**src/rtl/core/lmtf_pkg.sv**
```systemverilog
// ----------------------------------------------------------------------------
// lmtf_pkg
// Shared constants, types and command codes for the recency stack core.
// ----------------------------------------------------------------------------
`default_nettype none

package lmtf_pkg;

    localparam int DEPTH  = 16;
    localparam int ADDR_W = $clog2(DEPTH);
    localparam int CNT_W  = $clog2(DEPTH + 1);
    localparam int DATA_W = 16;
    localparam int FILL_W = 5;
    localparam int CMD_W  = 2;

    typedef logic [ADDR_W-1:0] addr_t;
    typedef logic [CNT_W-1:0]  cnt_t;
    typedef logic [DATA_W-1:0] data_t;
    typedef logic [FILL_W-1:0] fill_t;
    typedef logic [CMD_W-1:0]  cmd_t;

    localparam cmd_t CMD_PUSH   = 2'd0;
    localparam cmd_t CMD_POP    = 2'd1;
    localparam cmd_t CMD_LOOKUP = 2'd2;

    typedef struct packed {
        cmd_t  command;
        data_t value;
    } req_t;

    typedef struct packed {
        data_t popped_value;
        logic  found;
        logic  empty_error;
        logic  dropped;
        fill_t fill_count;
    } rsp_t;

    typedef struct packed {
        logic  wr_en;
        addr_t wr_addr;
        data_t wr_data;
        logic  rd_en;
        addr_t rd_addr;
    } mem_req_t;

endpackage

`default_nettype wire

```
**src/rtl/core/lmtf_ram.sv**
```systemverilog
// ----------------------------------------------------------------------------
// lmtf_ram
// Generic memory with one write port and one registered read port.
// ----------------------------------------------------------------------------
`default_nettype none

module lmtf_ram #(
    parameter int WIDTH = 16,
    parameter int DEPTH = 16
) (
    input  wire logic                     clk,
    input  wire logic                     wr_en,
    input  wire logic [$clog2(DEPTH)-1:0] wr_addr,
    input  wire logic [WIDTH-1:0]         wr_data,
    input  wire logic                     rd_en,
    input  wire logic [$clog2(DEPTH)-1:0] rd_addr,
    output logic      [WIDTH-1:0]         rd_data
);

    logic [WIDTH-1:0] mem [DEPTH];

    always_ff @(posedge clk)
    begin
        if (wr_en)
        begin
            mem[wr_addr] <= wr_data;
        end
        if (rd_en)
        begin
            rd_data <= mem[rd_addr];
        end
    end

endmodule

`default_nettype wire

```
**src/rtl/core/lmtf_ctrl.sv**
```systemverilog
// ----------------------------------------------------------------------------
// lmtf_ctrl
// Sequencer: searches, shifts and updates the stack held in memory.
// ----------------------------------------------------------------------------
`default_nettype none

module lmtf_ctrl (
    input  wire logic                clk,
    input  wire logic                rst_n,
    input  wire logic                req_valid,
    output logic                     req_ready,
    input  wire lmtf_pkg::req_t      req,
    output logic                     res_valid,
    input  wire logic                res_ready,
    output lmtf_pkg::rsp_t           res,
    output lmtf_pkg::mem_req_t       mem,
    input  wire lmtf_pkg::data_t     rd_data
);

    localparam logic [2:0] S_IDLE   = 3'd0;
    localparam logic [2:0] S_SEARCH = 3'd1;
    localparam logic [2:0] S_SHIFT  = 3'd2;
    localparam logic [2:0] S_POP    = 3'd3;
    localparam logic [2:0] S_DONE   = 3'd4;

    logic [2:0]        state_reg,    state_next;
    lmtf_pkg::cnt_t    count_reg,    count_next;
    lmtf_pkg::cmd_t    cmd_reg,      cmd_next;
    lmtf_pkg::data_t   value_reg,    value_next;
    lmtf_pkg::cnt_t    idx_reg,      idx_next;
    logic              cmp_vld_reg,  cmp_vld_next;
    lmtf_pkg::cnt_t    cmp_idx_reg,  cmp_idx_next;
    logic              pend_reg,     pend_next;
    lmtf_pkg::addr_t   pend_addr_reg, pend_addr_next;
    lmtf_pkg::rsp_t    res_reg,      res_next;

    logic              rd_ok;
    lmtf_pkg::cnt_t    top_idx;

    assign req_ready = (state_reg == S_IDLE);
    assign res_valid = (state_reg == S_DONE);
    assign res       = res_reg;
    assign rd_ok     = (idx_reg < count_reg);
    assign top_idx   = count_reg - lmtf_pkg::cnt_t'(1);

    always_comb
    begin
        state_next     = state_reg;
        count_next     = count_reg;
        cmd_next       = cmd_reg;
        value_next     = value_reg;
        idx_next       = idx_reg;
        cmp_vld_next   = 1'b0;
        cmp_idx_next   = cmp_idx_reg;
        pend_next      = 1'b0;
        pend_addr_next = pend_addr_reg;
        res_next       = res_reg;
        mem            = '0;

        case (state_reg)
            S_IDLE:
            begin
                // pop read issued speculatively
                mem.rd_en   = 1'b1;
                mem.rd_addr = top_idx[lmtf_pkg::ADDR_W-1:0];
                if (req_valid)
                begin
                    cmd_next            = req.command;
                    value_next          = req.value;
                    idx_next            = '0;
                    res_next            = '0;
                    res_next.fill_count = lmtf_pkg::fill_t'(count_reg);
                    case (req.command)
                        lmtf_pkg::CMD_PUSH, lmtf_pkg::CMD_LOOKUP:
                        begin
                            state_next = S_SEARCH;
                        end
                        lmtf_pkg::CMD_POP:
                        begin
                            if (count_reg == '0)
                            begin
                                res_next.empty_error = 1'b1;
                                state_next           = S_DONE;
                            end
                            else
                            begin
                                state_next = S_POP;
                            end
                        end
                        default:
                        begin
                            state_next = S_DONE;
                        end
                    endcase
                end
            end

            S_POP:
            begin
                res_next.popped_value = rd_data;
                count_next            = top_idx;
                res_next.fill_count   = lmtf_pkg::fill_t'(top_idx);
                state_next            = S_DONE;
            end

            S_SEARCH:
            begin
                mem.rd_en    = rd_ok;
                mem.rd_addr  = idx_reg[lmtf_pkg::ADDR_W-1:0];
                cmp_vld_next = rd_ok;
                cmp_idx_next = idx_reg;
                if (rd_ok)
                begin
                    idx_next = idx_reg + lmtf_pkg::cnt_t'(1);
                end
                if (cmp_vld_reg && (rd_data == value_reg))
                begin
                    res_next.found = 1'b1;
                    cmp_vld_next   = 1'b0;
                    if (cmd_reg == lmtf_pkg::CMD_PUSH)
                    begin
                        idx_next   = cmp_idx_reg + lmtf_pkg::cnt_t'(1);
                        state_next = S_SHIFT;
                    end
                    else
                    begin
                        state_next = S_DONE;
                    end
                end
                else if (!rd_ok && !cmp_vld_reg)
                begin
                    // value absent
                    if (cmd_reg == lmtf_pkg::CMD_PUSH)
                    begin
                        if (count_reg < lmtf_pkg::cnt_t'(lmtf_pkg::DEPTH))
                        begin
                            mem.wr_en           = 1'b1;
                            mem.wr_addr         = count_reg[lmtf_pkg::ADDR_W-1:0];
                            mem.wr_data         = value_reg;
                            count_next          = count_reg + lmtf_pkg::cnt_t'(1);
                            res_next.fill_count =
                                lmtf_pkg::fill_t'(count_reg + lmtf_pkg::cnt_t'(1));
                        end
                        else
                        begin
                            res_next.dropped = 1'b1;
                        end
                    end
                    state_next = S_DONE;
                end
            end

            S_SHIFT:
            begin
                mem.rd_en   = rd_ok;
                mem.rd_addr = idx_reg[lmtf_pkg::ADDR_W-1:0];
                if (rd_ok)
                begin
                    idx_next       = idx_reg + lmtf_pkg::cnt_t'(1);
                    pend_next      = 1'b1;
                    pend_addr_next =
                        lmtf_pkg::addr_t'(idx_reg - lmtf_pkg::cnt_t'(1));
                end
                if (pend_reg)
                begin
                    // close up the gap
                    mem.wr_en   = 1'b1;
                    mem.wr_addr = pend_addr_reg;
                    mem.wr_data = rd_data;
                end
                else if (!rd_ok)
                begin
                    // moved value goes on top
                    mem.wr_en   = 1'b1;
                    mem.wr_addr = top_idx[lmtf_pkg::ADDR_W-1:0];
                    mem.wr_data = value_reg;
                    state_next  = S_DONE;
                end
            end

            S_DONE:
            begin
                if (res_ready)
                begin
                    state_next = S_IDLE;
                end
            end

            default:
            begin
                state_next = S_IDLE;
            end
        endcase
    end

    always_ff @(posedge clk or negedge rst_n)
    begin
        if (!rst_n)
        begin
            state_reg   <= S_IDLE;
            count_reg   <= '0;
            cmp_vld_reg <= 1'b0;
            pend_reg    <= 1'b0;
        end
        else
        begin
            state_reg   <= state_next;
            count_reg   <= count_next;
            cmp_vld_reg <= cmp_vld_next;
            pend_reg    <= pend_next;
        end
    end

    always_ff @(posedge clk)
    begin
        cmd_reg       <= cmd_next;
        value_reg     <= value_next;
        idx_reg       <= idx_next;
        cmp_idx_reg   <= cmp_idx_next;
        pend_addr_reg <= pend_addr_next;
        res_reg       <= res_next;
    end

endmodule

`default_nettype wire

```
**src/rtl/core/lru_move_to_front_stack_core.sv**
```systemverilog
// ----------------------------------------------------------------------------
// lru_move_to_front_stack_core
// Recency stack of 16-bit block numbers with push, pop and lookup.
//
// Request channel (req_valid/req_ready/req) carries a command and a value;
// response channel (rsp_valid/rsp_ready/rsp) returns one result per request.
// A push moves the value to the top (or drops it when the stack is full and
// the value is absent), a pop removes the top, a lookup reports presence.
// Entries sit in a 16-entry memory with one write and one registered read
// port; a search reads one entry a cycle, and closing up the gap after a
// push of a present value moves one entry a cycle through that memory.
// An unused command code only reports the fill count. One request is
// worked on at a time; the next request is taken as soon as the sequencer
// is free, even while a response still sits in the output register.
// Reset empties the stack at once; memory contents are not cleared.
// While the receiver stalls, the response holds in the output register and
// a finished result waits in the sequencer until that register frees.
// ----------------------------------------------------------------------------
`default_nettype none

module lru_move_to_front_stack_core (
    input  wire logic            clk,
    input  wire logic            rst_n,
    input  wire logic            req_valid,
    output logic                 req_ready,
    input  wire lmtf_pkg::req_t  req,
    output logic                 rsp_valid,
    input  wire logic            rsp_ready,
    output lmtf_pkg::rsp_t       rsp
);

    lmtf_pkg::mem_req_t  mem;
    lmtf_pkg::data_t     rd_data;
    logic                res_valid;
    logic                res_ready;
    lmtf_pkg::rsp_t      res;
    logic                rsp_valid_reg;
    lmtf_pkg::rsp_t      rsp_reg;

    lmtf_ram #(
        .WIDTH (lmtf_pkg::DATA_W),
        .DEPTH (lmtf_pkg::DEPTH)
    ) u_ram (
        .clk     (clk),
        .wr_en   (mem.wr_en),
        .wr_addr (mem.wr_addr),
        .wr_data (mem.wr_data),
        .rd_en   (mem.rd_en),
        .rd_addr (mem.rd_addr),
        .rd_data (rd_data)
    );

    lmtf_ctrl u_ctrl (
        .clk       (clk),
        .rst_n     (rst_n),
        .req_valid (req_valid),
        .req_ready (req_ready),
        .req       (req),
        .res_valid (res_valid),
        .res_ready (res_ready),
        .res       (res),
        .mem       (mem),
        .rd_data   (rd_data)
    );

    // output register
    assign res_ready = !rsp_valid_reg || rsp_ready;
    assign rsp_valid = rsp_valid_reg;
    assign rsp       = rsp_reg;

    always_ff @(posedge clk or negedge rst_n)
    begin
        if (!rst_n)
        begin
            rsp_valid_reg <= 1'b0;
        end
        else if (res_valid && res_ready)
        begin
            rsp_valid_reg <= 1'b1;
        end
        else if (rsp_ready)
        begin
            rsp_valid_reg <= 1'b0;
        end
    end

    always_ff @(posedge clk)
    begin
        if (res_valid && res_ready)
        begin
            rsp_reg <= res;
        end
    end

endmodule

`default_nettype wire

```
**config.mk**
```make
export PLATFORM = sky130hd
export DESIGN_NAME = lru_move_to_front_stack_core
export DESIGN_NICKNAME = d
export VERILOG_FILES = /design/src/rtl/core/lmtf_pkg.sv /design/src/rtl/core/lmtf_ram.sv /design/src/rtl/core/lmtf_ctrl.sv /design/src/rtl/core/lru_move_to_front_stack_core.sv
export SDC_FILE = /design/constraint.sdc
export NUM_CORES = 1
export LEC_CHECK = 0
export BUFFER_PORTS_ARGS = -buffer_cell sky130_fd_sc_hd__buf_2
export CAP_MARGIN = 20
export CORE_AREA = 10 10 217 219
export DETAILED_ROUTE_END_ITERATION = 10
export DIE_AREA = 0 0 227 229
export GPL_TIMING_DRIVEN = 0
export PLACE_DENSITY = 0.57
export SKIP_LAST_GASP = 1
export SLEW_MARGIN = 20
export SYNTH_ARGS = -nofsm -noshare
export SYNTH_HDL_FRONTEND = slang
export SYNTH_SLANG_ARGS = --single-unit
```
**constraint.sdc**
```tcl
create_clock -name clk -period 7.58 [get_ports clk]
set_input_delay 0.758 -clock clk [delete_from_list [all_inputs] [get_ports clk]]
set_output_delay 0.758 -clock clk [all_outputs]
set_load 0.05 [all_outputs]
```
==> results.md <==
- GRT Total Usage: 13.4%
- Die height: 229 um
- Initial Util: 34.6%
- Share of layout cells above drive strength 1: 15.6%
- Vias in the first global route: 8,592
- RSZ-0062 raised after global routing: no
- Pre-antenna DRT Iters: 6
- Fillers: 3,823
- Clock transition at the registers of the reported paths: 0.06 ns
- Row Count: 76
- Most common cell after layout, fill and taps aside: edfxtp_1
- Synth unique cells: 64
- Number of synthesized register bits: 363
- Die area: 0.0520 sq mm
- Net count reported at finish: 1,099
- CTS tree: done
- # diodes: 0
- Core Box Area: 0.0427 sq mm
- Count of final setup violators: 0
- R2r startpoint: u_ctrl.count_reg[0]
- Worst path max stage delay: 0.58 ns
- GP Congestion: 0.845
- Crit. End Element: flop
- Largest net degree at the start of global routing: 25
- Pins Over Slew Limit: 0
- H-tree depth: 2
- Post-cts sizing count: 0
- Crit path max fanout: 10
- Skew-Pair Late Insertion Delay: 0.54 ns
- DR WL/cell: 21.3 um
- Reg area: 0.0108 sq mm
- Max reg flops: 256
- CP required: 7.84 ns
- # clock sinks: 363
- Overall power: 7690 uW
- Post-Layout Inst Area: 0.0171 sq mm
- Slew headroom: 33.2%
- Congestion Overflow GR: 0
- Slew @ Worst Pin: 1.00 ns
- Setup crit start: u_ctrl.count_reg[0]
- Final cell utilization of the core: 40.1%
- Worst hold path type: input pin to asynchronous set/reset pin
- Fmax achieved: 267 MHz
- Post-layout min period: 3.74 ns
- Post-CTS Setup Inserts: 0
- DR iter-0 viols: 794
- Post-Syn Area: 0.0148 sq mm
- CP max-delay cell: or4_1
- Syn-to-layout area delta: 16.0%
- Worst IR Drop VDD: 0.182 mV
- Port Buffers: 47
- Top_reg_cell synth: edfxtp_1
- Clk root buf: clkbuf_16
- Avg Cell Area, Syn: 15.3 sq um
- Period Utilization, post-route: 49.4%
- Antenna violations before repair: 1
- Clock buffer depth: 3
- Drc violations: 0
- Worst setup SP type: flop
- Hold Violations, Final: 0
- Syn nets: 997
- Num CTS Buffers: 38
- Gate Count Post-Synth: 966
- Die W: 227 um
- Yosys warns: 0
- Post-synthesis sequential area ratio: 73.4%
- Post-CTS Hold Fix Bufs: 0
- Most frequent cells in the layout: edfxtp_1 (352), nand2_1 (91), a21oi_1 (74)
- Setup CP Type: flop to flop
- Multi-input combinational cell area: 0.00364 sq mm
- Post-Route Setup TNS: 0 ns
- Ys async rst share: 3.03%
- First-pass GRT wire length: 53.3 mm
- Critical Path AT: 4.00 ns
- P per Cell Area: 449 mW/mm^2
- Post-synth EDFFs: 352
- Final ANT Viol Nets: 0
- Crit path cell chain: inv_1, ha_1, xor2_1, mux2i_1, o32a_1, nand2_1, clkbuf_1, a221oi_1, or4_1
- Clk_skew: 0.0211 ns
- Max-Cap Viols: 0
- Detailed placer's ending HPWL: 24.9 mm
- # IOs: 48
- Routed wire length: 35.0 mm
- Post-DP Area: 0.0159 sq mm
- Vias/cell: 5.31
- Outcome: completed
- Detailed-route via count: 8,727
- Leakage: 0.00600 uW
## report_power, final
group,switching [uW],total [uW],internal (uW)
clock network,749,1810,1060
registers,152,2780,2630
logic,2150,3100,952
## layout make-up
cell class | instances | share of cell area [%]
sequential | 363 | 63.3
multi-input combinational | 529 | 21.2
clock buffer | 52 | 6.04
tap | 546 | 3.99
timing repair buffer | 62 | 2.40
buffer | 57 | 1.64
clock inverter | 18 | 1.07
inverter | 17 | 0.380
## cells by family after synthesis
| kind of cell | after synthesis | share of synthesized area [%] |
|---|---|---|
| AOI/OAI and AO/OA | 210 | 10.0 |
| xor gates and xnor gates | 32 | 1.95 |
| adders and majority gates | 9 | 0.762 |
| buffers and inverters | 74 | 2.35 |
| DFF | 363 | 73.4 |
| muxes | 65 | 4.41 |
| and+or+nand+nor | 213 | 7.08 |
## Yosys cell counts, drive strengths merged (2+ instances only)
| library cell | count | area share, % |
|---|---|---|
| and3 | 17 | 0.72 |
| nand2 | 93 | 2.4 |
| or4 | 16 | 0.81 |
| nand4 | 3 | 0.13 |
| inv | 16 | 0.41 |
| a31o | 2 | 0.12 |
| nor2 | 34 | 0.88 |
| ha | 9 | 0.76 |
| o32ai | 4 | 0.24 |
| a32oi | 4 | 0.29 |
| or3 | 3 | 0.13 |
| nand3 | 18 | 0.61 |
| a21oi | 75 | 2.6 |
| mux2i | 64 | 4.3 |
| a32o | 5 | 0.34 |
| o211ai | 2 | 0.10 |
| clkbuf | 30 | 0.76 |
| nor3 | 9 | 0.41 |
| xnor2 | 23 | 1.4 |
| nor3b | 4 | 0.20 |
| a21o | 3 | 0.15 |
| and2 | 5 | 0.21 |
| o22ai | 3 | 0.13 |
| edfxtp | 352 | 72 |
| a22o | 18 | 1.1 |
| nand2b | 5 | 0.23 |
| dfrtp | 11 | 1.9 |
| a31oi | 5 | 0.21 |
| buf | 27 | 1.1 |
| xor2 | 9 | 0.58 |
| a221oi | 61 | 3.6 |
| o21ai | 19 | 0.64 |
## per-layer routing
layer  GRT usage, %  vias to the layer above  routed length (um)
met5              0                        -                  13
met4           4.77                        2                 954
met3           2.20                       56                2400
met2           21.4                      301               16400
met1           18.1                     4361               15300
li1               -                     4007                   -
## critical path, delay by kind of cell (launching register included)
| family | cells | cell delay [ns] |
|---|---|---|
| XOR/XNOR | 1 | 0.18 |
| AND/OR/NAND/NOR | 2 | 0.93 |
| buffers and inverters | 2 | 0.72 |
| adder cells (fa/ha/maj) | 1 | 0.32 |
| flip-flops | 1 | 0.55 |
| multiplexers | 1 | 0.12 |
| AO/OA/AOI/OAI | 2 | 0.63 |
## per-stage QoR
stage	cells	hold WS [ns]	setup WS (ns)
3_3_place_gp	1559	0.400	3.44
6_report	1644	0.105	3.84
2_1_floorplan	966	0.400	4.56
4_1_cts	1644	0.0915	3.85
5_1_grt	1644	0.115	3.68
3_5_place_dp	1574	0.405	3.88
## path summary, 6_finish.rpt
path                                        end  slack [ns]  depth (start not counted)
max                            u_ram.rd_data[9]        3.84                          9
min                         u_ctrl.count_reg[4]        0.11                          1
max reg2reg                    u_ram.rd_data[9]        3.84                          9
min reg2reg                             rsp[10]        0.42                          0
max in group asynchronous       u_ctrl.pend_reg        7.23                          1
min in group clk           u_ctrl.value_reg[13]        0.39                          1
Power figures use the tool's default switching activity.
